===== config.mk =====
export PLATFORM = sky130hd
export DESIGN_NAME = tank_level_debounce_error_count
export DESIGN_NICKNAME = d
export VERILOG_FILES = /design/src/hdl/tld_pkg.sv /design/src/hdl/tld_tank_state.sv /design/src/hdl/tank_level_debounce_error_count.sv
export SDC_FILE = /design/constraint.sdc
export NUM_CORES = 1
export LEC_CHECK = 0
export ABC_AREA = 1
export CAP_MARGIN = 30
export CORE_UTILIZATION = 45
export CTS_CLUSTER_SIZE = 8
export DETAILED_ROUTE_END_ITERATION = 7
export DONT_BUFFER_PORTS = 1
export SLEW_MARGIN = 30
export SYNTH_ARGS = -nofsm -noshare
export SYNTH_HDL_FRONTEND = slang
export SYNTH_SLANG_ARGS = --single-unit
export TNS_END_PERCENT = 30

===== constraint.sdc =====
create_clock -name clock -period 6.69 [get_ports clock]
set_input_delay 1.0035 -clock clock [delete_from_list [all_inputs] [get_ports clock]]
set_output_delay 1.0035 -clock clock [all_outputs]
set_load 0.005 [all_outputs]

===== src/hdl/tld_pkg.sv =====
// Package for the tank level debouncer: level codes, per-tank state and result types,
// and the level classification and error counter update functions.
// No dependencies.
`default_nettype none

package tld_pkg;

   // widths of the item fields
   localparam int unsigned TANK_W  = 2;
   localparam int unsigned LEVEL_W = 4;
   localparam int unsigned COUNT_W = 8;
   localparam int unsigned DELAY_W = 8;

   // defaults
   localparam int unsigned NUM_TANKS_DEFAULT = 4;
   localparam logic [DELAY_W-1:0] RESET_DELAY = 8'd10;

   // level codes
   localparam logic [LEVEL_W-1:0] LV_NONE        = 4'd0;
   localparam logic [LEVEL_W-1:0] LV_LOW         = 4'd1;
   localparam logic [LEVEL_W-1:0] LV_MID         = 4'd2;
   localparam logic [LEVEL_W-1:0] LV_HIGH        = 4'd3;
   localparam logic [LEVEL_W-1:0] LV_ERR_LOW     = 4'd4;
   localparam logic [LEVEL_W-1:0] LV_ERR_HIGH    = 4'd5;
   localparam logic [LEVEL_W-1:0] LV_ERR_COMPLEX = 4'd6;
   localparam logic [LEVEL_W-1:0] LV_ERR_OVF_LOW = 4'd7;
   localparam logic [LEVEL_W-1:0] LV_OVF         = 4'd8;

   localparam logic [COUNT_W-1:0] COUNT_MAX = '1;

   // debounce and error state of one tank
   typedef struct packed {
      logic [LEVEL_W-1:0] last_sample;
      logic [LEVEL_W-1:0] accepted_level;
      logic [DELAY_W-1:0] countdown;
      logic [COUNT_W-1:0] low_errors;
      logic [COUNT_W-1:0] complex_errors;
      logic [COUNT_W-1:0] high_errors;
      logic [COUNT_W-1:0] overflow_errors;
   } tank_state_type;

   // result of one item, tank index excluded
   typedef struct packed {
      logic [LEVEL_W-1:0] stable_level;
      logic               level_changed;
      logic               tank_full;
      logic               level_error;
      logic [COUNT_W-1:0] low_error_count;
      logic [COUNT_W-1:0] complex_error_count;
      logic [COUNT_W-1:0] high_error_count;
      logic [COUNT_W-1:0] overflow_count;
   } result_type;

   function automatic logic [COUNT_W-1:0] sat_inc(input logic [COUNT_W-1:0] v);
      return (v == COUNT_MAX) ? v : v + COUNT_W'(1);
   endfunction

   // err_low through ovf
   function automatic logic is_error_code(input logic [LEVEL_W-1:0] lv);
      return (lv >= LV_ERR_LOW) && (lv <= LV_OVF);
   endfunction

   // counter update when the stable level moves to lv
   function automatic tank_state_type count_errors(input tank_state_type s,
                                                   input logic [LEVEL_W-1:0] lv);
      tank_state_type r;
      r = s;
      unique case (lv)
         LV_ERR_LOW, LV_ERR_OVF_LOW: r.low_errors      = sat_inc(s.low_errors);
         LV_ERR_COMPLEX:             r.complex_errors  = sat_inc(s.complex_errors);
         LV_ERR_HIGH:                r.high_errors     = sat_inc(s.high_errors);
         LV_OVF:                     r.overflow_errors = sat_inc(s.overflow_errors);
         LV_HIGH: begin
            r.high_errors    = '0;
            r.complex_errors = '0;
         end
         default: begin
         end
      endcase
      if ((lv != LV_ERR_LOW) && (lv != LV_ERR_OVF_LOW)) begin
         r.low_errors = '0;
      end
      return r;
   endfunction

endpackage

`default_nettype wire


===== src/hdl/tld_tank_state.sv =====
// Per-tank debounce state and error counters with their registered update.
// Depends on tld_pkg.
`default_nettype none

module tld_tank_state #(
   parameter int unsigned NUM_TANKS = tld_pkg::NUM_TANKS_DEFAULT
) (
   input  wire logic                         clock,
   input  wire logic                         reset,
   input  wire logic                         upd_en,
   input  wire logic [tld_pkg::TANK_W-1:0]   tank,
   input  wire logic [tld_pkg::LEVEL_W-1:0]  level,
   input  wire logic [tld_pkg::DELAY_W-1:0]  detect_delay,
   output tld_pkg::result_type               result
);

   localparam int unsigned IDX_W = (NUM_TANKS > 1) ? $clog2(NUM_TANKS) : 1;

   // state of one tank after reset: everything zero, countdown at the default delay
   localparam tld_pkg::tank_state_type STATE_RESET = tld_pkg::tank_state_type'({
      {(2 * tld_pkg::LEVEL_W){1'b0}}, tld_pkg::RESET_DELAY, {(4 * tld_pkg::COUNT_W){1'b0}}});

   tld_pkg::tank_state_type state_ff [NUM_TANKS];
   tld_pkg::tank_state_type state_in [NUM_TANKS];
   tld_pkg::tank_state_type cur;
   tld_pkg::tank_state_type nxt;
   logic [IDX_W-1:0]        idx;
   logic                    in_range;
   logic                    changed;
   logic                    err;

   assign in_range = 32'(tank) < NUM_TANKS;
   assign idx      = IDX_W'(tank);

   // debounce step for the addressed tank
   always_comb begin
      cur     = state_ff[idx];
      nxt     = cur;
      changed = 1'b0;
      if (cur.last_sample != level) begin
         nxt.last_sample = level;
         nxt.countdown   = detect_delay;
      end else if (cur.countdown != '0) begin
         nxt.countdown = cur.countdown - tld_pkg::DELAY_W'(1);
      end else if (cur.accepted_level != level) begin
         nxt                = tld_pkg::count_errors(cur, level);
         nxt.accepted_level = level;
         changed            = 1'b1;
      end
   end

   // result fields, all zero for a tank that does not exist
   always_comb begin
      err    = tld_pkg::is_error_code(nxt.accepted_level);
      result = '0;
      if (in_range) begin
         result.stable_level        = nxt.accepted_level;
         result.level_changed       = changed;
         result.tank_full           = err || (nxt.accepted_level == tld_pkg::LV_HIGH);
         result.level_error         = err;
         result.low_error_count     = nxt.low_errors;
         result.complex_error_count = nxt.complex_errors;
         result.high_error_count    = nxt.high_errors;
         result.overflow_count      = nxt.overflow_errors;
      end
   end

   // write back the addressed entry
   always_comb begin
      state_in = state_ff;
      if (upd_en && in_range) begin
         state_in[idx] = nxt;
      end
   end

   always_ff @(posedge clock) begin
      if (reset) begin
         for (int i = 0; i < NUM_TANKS; i++) begin
            state_ff[i] <= STATE_RESET;
         end
      end else begin
         state_ff <= state_in;
      end
   end

   // a stable level change needs a settled sample and an expired countdown
   a_change_needs_settle: assert property (@(posedge clock) disable iff (reset)
      upd_en && result.level_changed |-> cur.countdown == '0 && cur.last_sample == level)
      else $error("level change without settled countdown");

   // moving to high clears the high and complex counters
   a_high_clears: assert property (@(posedge clock) disable iff (reset)
      upd_en && result.level_changed && level == tld_pkg::LV_HIGH
      |-> result.high_error_count == '0 && result.complex_error_count == '0)
      else $error("high level did not clear counters");

   // an absent tank gives an all-zero result
   a_absent_tank: assert property (@(posedge clock) disable iff (reset)
      upd_en && !in_range |-> result == '0)
      else $error("absent tank produced a nonzero result");

endmodule

`default_nettype wire


===== src/hdl/tank_level_debounce_error_count.sv =====
// Top level of the tank level debouncer: input register, per-tank state update,
// result register and the detect delay register. Depends on tld_pkg, tld_tank_state.
//
// One item is taken per clock cycle with no gaps while rsp_ready is high; each item is
// held in the input register and its result then in the result register. The rate is
// set by the per-tank read-modify-write of the debounce state, done combinationally
// from the input register into the result register, so an item for the same tank
// in the next cycle sees the updated state. A stalled result register holds one item
// while the input register holds the next. The detect delay is written through
// csr_wr_en/csr_wr_data and is used at the next countdown reload.
`default_nettype none

module tank_level_debounce_error_count #(
   parameter int unsigned NUM_TANKS = tld_pkg::NUM_TANKS_DEFAULT
) (
   input  wire logic                         clock,
   input  wire logic                         reset,
   // configuration
   input  wire logic                         csr_wr_en,
   input  wire logic [tld_pkg::DELAY_W-1:0]  csr_wr_data,
   // input items
   input  wire logic                         req_valid,
   output logic                              req_ready,
   input  wire logic [tld_pkg::TANK_W-1:0]   req_tank,
   input  wire logic [tld_pkg::LEVEL_W-1:0]  req_sampled_level,
   // result items
   output logic                              rsp_valid,
   input  wire logic                         rsp_ready,
   output logic [tld_pkg::TANK_W-1:0]        rsp_tank_out,
   output logic [tld_pkg::LEVEL_W-1:0]       rsp_stable_level,
   output logic                              rsp_level_changed,
   output logic                              rsp_tank_full,
   output logic                              rsp_level_error,
   output logic [tld_pkg::COUNT_W-1:0]       rsp_low_error_count,
   output logic [tld_pkg::COUNT_W-1:0]       rsp_complex_error_count,
   output logic [tld_pkg::COUNT_W-1:0]       rsp_high_error_count,
   output logic [tld_pkg::COUNT_W-1:0]       rsp_overflow_count
);

   logic [tld_pkg::DELAY_W-1:0] delay_ff;
   logic                        in_valid_ff, in_valid_in;
   logic [tld_pkg::TANK_W-1:0]  in_tank_ff;
   logic [tld_pkg::LEVEL_W-1:0] in_level_ff;
   logic                        out_valid_ff, out_valid_in;
   logic [tld_pkg::TANK_W-1:0]  out_tank_ff;
   tld_pkg::result_type         out_result_ff;
   tld_pkg::result_type         result;
   logic                        advance;
   logic                        req_take;
   logic                        upd_en;

   // handshake and pipeline advance
   assign advance   = !out_valid_ff || rsp_ready;
   assign req_ready = !in_valid_ff || advance;
   assign req_take  = req_valid && req_ready;
   assign upd_en    = in_valid_ff && advance;

   always_comb begin
      in_valid_in  = req_take ? 1'b1 : (advance ? 1'b0 : in_valid_ff);
      out_valid_in = upd_en ? 1'b1 : (rsp_ready ? 1'b0 : out_valid_ff);
   end

   // detect delay register
   always_ff @(posedge clock) begin
      if (reset) begin
         delay_ff <= tld_pkg::RESET_DELAY;
      end else if (csr_wr_en) begin
         delay_ff <= csr_wr_data;
      end
   end

   // valid bits
   always_ff @(posedge clock) begin
      if (reset) begin
         in_valid_ff  <= 1'b0;
         out_valid_ff <= 1'b0;
      end else begin
         in_valid_ff  <= in_valid_in;
         out_valid_ff <= out_valid_in;
      end
   end

   // input item register
   always_ff @(posedge clock) begin
      if (req_take) begin
         in_tank_ff  <= req_tank;
         in_level_ff <= req_sampled_level;
      end
   end

   // per-tank state and update
   tld_tank_state #(
      .NUM_TANKS (NUM_TANKS)
   ) u_tank_state (
      .clock        (clock),
      .reset        (reset),
      .upd_en       (upd_en),
      .tank         (in_tank_ff),
      .level        (in_level_ff),
      .detect_delay (delay_ff),
      .result       (result)
   );

   // result register
   always_ff @(posedge clock) begin
      if (upd_en) begin
         out_tank_ff   <= in_tank_ff;
         out_result_ff <= result;
      end
   end

   assign rsp_valid               = out_valid_ff;
   assign rsp_tank_out            = out_tank_ff;
   assign rsp_stable_level        = out_result_ff.stable_level;
   assign rsp_level_changed       = out_result_ff.level_changed;
   assign rsp_tank_full           = out_result_ff.tank_full;
   assign rsp_level_error         = out_result_ff.level_error;
   assign rsp_low_error_count     = out_result_ff.low_error_count;
   assign rsp_complex_error_count = out_result_ff.complex_error_count;
   assign rsp_high_error_count    = out_result_ff.high_error_count;
   assign rsp_overflow_count      = out_result_ff.overflow_count;

   // an empty result register never blocks the input
   a_ready_when_empty: assert property (@(posedge clock) disable iff (reset)
      !out_valid_ff |-> req_ready)
      else $error("input stalled with empty result register");

   // a held item moves on when the result register drains
   a_item_moves: assert property (@(posedge clock) disable iff (reset)
      in_valid_ff && advance |=> out_valid_ff)
      else $error("item lost between input and result register");

   // an error level always reports full
   a_error_is_full: assert property (@(posedge clock) disable iff (reset)
      out_valid_ff && out_result_ff.level_error |-> out_result_ff.tank_full)
      else $error("error level without tank full");

endmodule

`default_nettype wire


Yosys cells after proc, flatten, opt, wreduce, memory -nomap -nowiden
Cells that the tools add are included.
{"block": "op_classes", "mux": 28, "bitwise_logic": 1, "addsub": 5, "order_cmp": 4, "n_reduce_logical": 15, "eq_ne": 15}
{"op": "192-bit bitwise mux", "count": 1}
{"op": "48-bit 2-to-1 mux", "count": 3}
{"op": "48-bit binary-select mux with 2-bit select", "count": 1}
{"op": "48-bit demux with 2-bit select", "count": 1}
{"op": "8-bit 2-to-1 mux", "count": 9}
{"op": "32-bit 2-to-1 mux", "count": 2}
{"op": "44-bit 2-to-1 mux", "count": 1}
{"op": "8-bit by 1-bit adder with 8-bit output, second input constant", "count": 4}
{"op": "8-bit == test, second input constant", "count": 4}
{"op": "8-bit one-hot mux with 2 select lines", "count": 2}
{"op": "4-bit by 3-bit == test with 1-bit output, second input constant", "count": 4}
{"op": "4-bit 2-to-1 mux", "count": 3}
{"op": "4-bit by 2-bit == test with 1-bit output, second input constant", "count": 2}
{"op": "4-bit by 3-bit inequality test with 1-bit output, second input constant", "count": 2}
{"op": "4-bit inequality test", "count": 2}
{"op": "8-bit nonzero test", "count": 1}
{"op": "8-bit by 1-bit subtractor with 8-bit output, second input constant", "count": 1}
{"op": "1-bit logical AND", "count": 5}
{"op": "1-bit 2-to-1 mux", "count": 5}
{"op": "4-bit == test, second input constant", "count": 1}
{"op": "4-bit by 3-bit greater-or-equal comparator with 1-bit output, second input constant", "count": 1}
{"op": "4-bit <= comparator, second input constant", "count": 1}
{"op": "2-bit nonzero test", "count": 2}
{"op": "2-bit OR reduction", "count": 2}
{"op": "other kinds (5)", "count": 8}
{"block": "word_totals", "inputBits": 19, "ff_bits": 249, "elab_cells": 110, "out_inout_bits": 43}

Logic depth before layout (Yosys ltp)
{"block": "logic_depth", "depth_word": 14, "ltp_mapped": 19}

Cells and area by module
Synthesis repeated with hierarchy kept, for this count alone.
{"block": "hier_totals", "hier_cells": 1926, "hier_area_um2": 13156.4}
{"mod": "tld_tank_state", "instances": 1, "cells_each": 1833, "seq_area_each_um2": 3843.7, "area_each_um2": 11394.7}
{"mod": "tank_level_debounce_error_count", "instances": 1, "cells_each": 93, "seq_area_each_um2": 1611.5, "area_each_um2": 1761.7}

Worst setup path after synthesis
No wires, ideal clock.
{"block": "synth_path", "path_kind": "reg2reg", "startpoint": "register in_tank_ff[0] in the netlist's numbering", "endpoint": "register out_result_ff (netlist bit rsp_tank_full) (data pin)", "n_path_buf": 3, "synth_period_minus_slack_ns": 2.733, "stages_incl_launch_ff": 17, "setup_time_ns": 0.253, "slack_ns": 3.957, "t_arrival_ns": 2.480, "cell_sequence": "edfxtp_1 buf_6 nand2_2 inv_2 buf_2 a211oi_1 ha_1 nand3_1 nor2_2 nand3_4 buf_4 nand2_1 o21ai_1 nand3_1 nand2_1 nand2_1 nand2_1"}
{"item": "start: declaration", "line": "tank_level_debounce_error_count.sv:42", "text": "logic [tld_pkg::TANK_W-1:0] in_tank_ff;"}
{"item": "start signal: assignment", "line": "tank_level_debounce_error_count.sv:86", "text": "in_tank_ff <= req_tank;"}
{"item": "end signal: assignment", "line": "tank_level_debounce_error_count.sv:108", "text": "out_result_ff <= result;"}
{"item": "end: declaration", "line": "tank_level_debounce_error_count.sv:46", "text": "tld_pkg::result_type out_result_ff;"}

==> metrics.md <==
| Metric | Value |
|---|---|
| Status | `finished clean` |
| Worst Reg-to-Reg Cells | `16` |
| Most frequent cells in the layout | `sky130_fd_sc_hd__nand2_1 (553), sky130_fd_sc_hd__inv_1 (251), sky130_fd_sc_hd__dfxtp_1 (202)` |
| I/O Buffers | `0` |
| Count of state elements after synthesis | `249` |
| CP Max Fanout | `26` |
| Most common cell after layout, fill and taps aside | `sky130_fd_sc_hd__nand2_1` |
| Design internal power | `0.00276 W` |
| Max incr delay on CP | `930 ps` |
| Maximum number of pins on one net before global-route repair | `91` |
| Remaining DRCs | `0` |
| Cell row count | `60` |
| Count of routing violations after the opening detailed-route iteration | `963` |
| Maximum level of the CTS H-tree | `2` |
| Top-level port count | `62` |
| TritonCTS Buffers | `37` |
| Data arrival time of the critical path | `5130 ps` |
| Post-Synthesis Cell Area | `0.0125 mm2` |
| Bufs on Longest Clock Path | `3` |
| Count of buffers added by post-CTS timing repair for setup | `0` |
| TritonCTS clock tree | `yes` |
| Slowest stage cell on the critical path | `sky130_fd_sc_hd__edfxtp_1` |
| Power, Total | `0.00367 W` |
| Vias post-DR | `11400` |
| Number of failing setup endpoints in the final timing report | `0` |
| GRT overflow | `0` |
| Antenna cell count | `0` |
| Clock group share of total power | `0.478` |
| Fraction of layout cells with a size suffix above 1 | `0.0526` |
| Syn-to-layout area delta | `10.5%` |
| Fin nets | `1822` |
| Transition time at the pin with the least slew margin | `994 ps` |
| Share of flip-flops with an asynchronous set or reset | `0` |
| Top FF cell, synth | `sky130_fd_sc_hd__dfxtp_1` |
| Comb power frac | `0.078` |
| Number of hold violations in the final report | `0` |
| Clock root buffer | `sky130_fd_sc_hd__clkbuf_16` |
| Count of different cell masters after synthesis | `41` |
| Headroom to the max-slew limit | `0.331` |
| Synthesized area per cell | `6.81 um2` |
| Clock Skews | `17.7 ps` |
| Sort of element at the start of the critical path | `flop` |
| Die area | `0.0285 mm2` |
| Aggregate routed wire length | `35200 um` |
| Hold/Removal Path Class | `reg -> reg` |
| PD cells | `265 mW/mm2` |
| Final-report max-slew violation count | `0` |
| Buffers & Inverters on Critical Path | `3` |
| Relative contribution of sequential cells to total power | `0.444` |
| Required time at the endpoint of the critical path | `7090 ps` |
| RD Place Congestion | `0.884` |
| Cell count after synthesis | `1835` |
| Maxcap violations | `0` |
| Global-route wire length before repair | `57200 um` |
| Highest Clock Rate | `211 MHz` |
| Clk_lat worst skew | `520 ps` |
| Core Region | `0.0271 mm2` |
| Total GRT Usage | `0.253` |
| Fin crit share | `0.708` |
| Part of the Yosys area used for sequential elements | `0.436` |
| Die H | `169 um` |
| HPWL after detailed placement | `21400 um` |
| Share of the synthesized area in the top cell type | `0.323` |
| Number of buffers inserted by hold repair at cts | `0` |
| X dimension of the die | `169 um` |
| Post-synthesis net count | `1860` |
| Cell types occupying the most area after synthesis | `sky130_fd_sc_hd__dfxtp_1 (32%), sky130_fd_sc_hd__nand2_1 (17%), sky130_fd_sc_hd__edfxtp_1 (11%)` |
| Ordered cell list for the critical path | `buf_4, nor2_1, buf_4, nand2_1, nand2_1, a211oi_1, ha_1, nand3_1, nor2_2, nand3_4, nor2_4, nand2_1, nand2_1, nand2_1, o21ai_0, inv_1` |
| Dominant cell type by area after synthesis | `sky130_fd_sc_hd__dfxtp_1` |
| Clock sink total | `249` |
| Sum of negative setup slack | `0 ps` |
| Pre-Repair DR Iteration Count | `5` |
| Clock transition at the register clock pins on the worst setup and hold paths after CTS | `50 ps` |
| Worst vdd rail ir drop | `161 uV` |
| RSZ-0062 raised after global routing | `no` |
| Worst setup EP type | `flop` |
| Antenna violations before repair | `0` |
| Number of enable-type register cells in the synthesized netlist | `47` |
| Clock period minus worst slack | `4730 ps` |
| P_sw | `0.000905 W` |
| Path length in cells of the critical path | `16` |
| Critical Setup Path Class | `reg -> reg` |
| Warnings, synthesis | `0` |
| Average wire per cell in the routed design | `16.0 um` |
| Leak pwr | `6.67 nW` |
| Most common cell type on the critical path | `sky130_fd_sc_hd__nand2_1` |
| Dominant delay contributor by cell family on the critical path | `simple AND/OR/NAND/NOR gates` |
| Number of stages on the worst hold path | `2` |
| Routed via count divided by cell count | `5.19` |
| Switching fraction of total power | `0.247` |
| Initial core utilization | `0.461` |
| Reg-to-reg slack, setup | `1960 ps` |
| Final antenna-violating net count | `0` |
| Number of cells upsized or downsized after cts | `0` |
| Via count of the first global-routing pass | `10700` |
power by group through the flow:
stage | clock, W | sequential (W) | combinational, W
after floorplan | 0 | 0.00164 | 0.000221
after detailed placement | 0 | 0.00166 | 0.000284
after CTS | 0.00179 | 0.00163 | 0.000285
after global routing | 0.00186 | 0.00163 | 0.000324
after global placement | 0 | 0.00166 | 0.000277
final | 0.00175 | 0.00163 | 0.000285
state kept, by name, summed over array words and instances (netlist names):
| name | count |
|---|---|
| delay_ff | 8 |
| u_tank_state.state_ff | 192 |
| rsp_level_error | 1 |
| rsp_tank_out | 2 |
| rsp_complex_error_count | 8 |
| rsp_high_error_count | 8 |
| rsp_low_error_count | 8 |
| in_tank_ff | 2 |
| rsp_valid | 1 |
| rsp_tank_full | 1 |
| in_level_ff | 4 |
| rsp_overflow_count | 8 |
| in_valid_ff | 1 |
| rsp_stable_level | 4 |
| rsp_level_changed | 1 |
logic make-up (layout without fill, tap and decap cells):
| kind of cell | after synthesis | in the layout | share of synthesized area |
|---|---|---|---|
| flops | 249 | 249 | 0.436 |
| fa+ha+maj | 6 | 6 | 0.00600 |
| compound gates | 324 | 324 | 0.142 |
| mux | 1 | 1 | 0.000801 |
| simple gates | 902 | 902 | 0.301 |
| buf+inv | 349 | 338 | 0.111 |
| xor+xnor | 4 | 4 | 0.00280 |
cells in the mapped netlist (all sizes together), types with 3 or more instances:
| cell type | n |
|---|---|
| nor4 | 3 |
| nand3b | 3 |
| clkbuf | 59 |
| nand3 | 141 |
| ha | 6 |
| nor2 | 166 |
| buf | 33 |
| inv | 256 |
| a22oi | 3 |
| nor3 | 8 |
| nand2 | 562 |
| o211ai | 12 |
| o21a | 19 |
| o21ai | 149 |
| nand4 | 17 |
| xor2 | 4 |
| edfxtp | 47 |
| o22ai | 7 |
| dfxtp | 202 |
| a21oi | 111 |
| o21bai | 21 |
worst reg2reg max path: stages (launching register included):
cell and delay [ps]:
sky130_fd_sc_hd__edfxtp_1 930, sky130_fd_sc_hd__buf_4 420, sky130_fd_sc_hd__nor2_1 90, sky130_fd_sc_hd__buf_4 210, sky130_fd_sc_hd__nand2_1 80, sky130_fd_sc_hd__nand2_1 50
sky130_fd_sc_hd__a211oi_1 440, sky130_fd_sc_hd__ha_1 250, sky130_fd_sc_hd__nand3_1 110, sky130_fd_sc_hd__nor2_2 170, sky130_fd_sc_hd__nand3_4 360, sky130_fd_sc_hd__nor2_4 610
sky130_fd_sc_hd__nand2_1 390, sky130_fd_sc_hd__nand2_1 140, sky130_fd_sc_hd__nand2_1 130, sky130_fd_sc_hd__o21ai_0 180, sky130_fd_sc_hd__inv_1 50
cell type report:
class,instances,area (um2)
Fill cell,2728,13300
Multi-Input combinational cell,1237,5700
Sequential cell,249,5460
Clock buffer,64,1080
Inverter,257,967
Tap cell,372,465
Timing Repair Buffer,15,133
Clock inverter,2,13.8
metrics by stage:
step	area [um2]	utilization	setup WS [ps]	instances	hold slack, ps
global route	13800	0.510	1630	2196	482
global placement	12700	0.468	2230	2129	448
CTS	13800	0.510	2050	2196	462
finish	13800	0.510	1960	2196	464
floorplan	12500	-	3960	1835	421
detailed placement	12700	0.469	2080	2130	449
routing by layer:
metal,GRT usage,part of all wire,routed length (um)
met5,0,0,0
met4,0.0909,0.030,1050
met3,0.0362,0.055,1950
met2,0.419,0.46,16100
met1,0.336,0.46,16200
final timing paths:
check / start / end
max: in_tank_ff[1]$_DFFE_PP_ / u_tank_state.state_ff[107]$_SDFFE_PP0P_
min: u_tank_state.state_ff[179]$_SDFFE_PP1P_ / u_tank_state.state_ff[179]$_SDFFE_PP1P_
max reg2reg: in_tank_ff[1]$_DFFE_PP_ / u_tank_state.state_ff[107]$_SDFFE_PP0P_
min reg2reg: u_tank_state.state_ff[179]$_SDFFE_PP1P_ / u_tank_state.state_ff[179]$_SDFFE_PP1P_
Power figures use the tool's default switching activity.
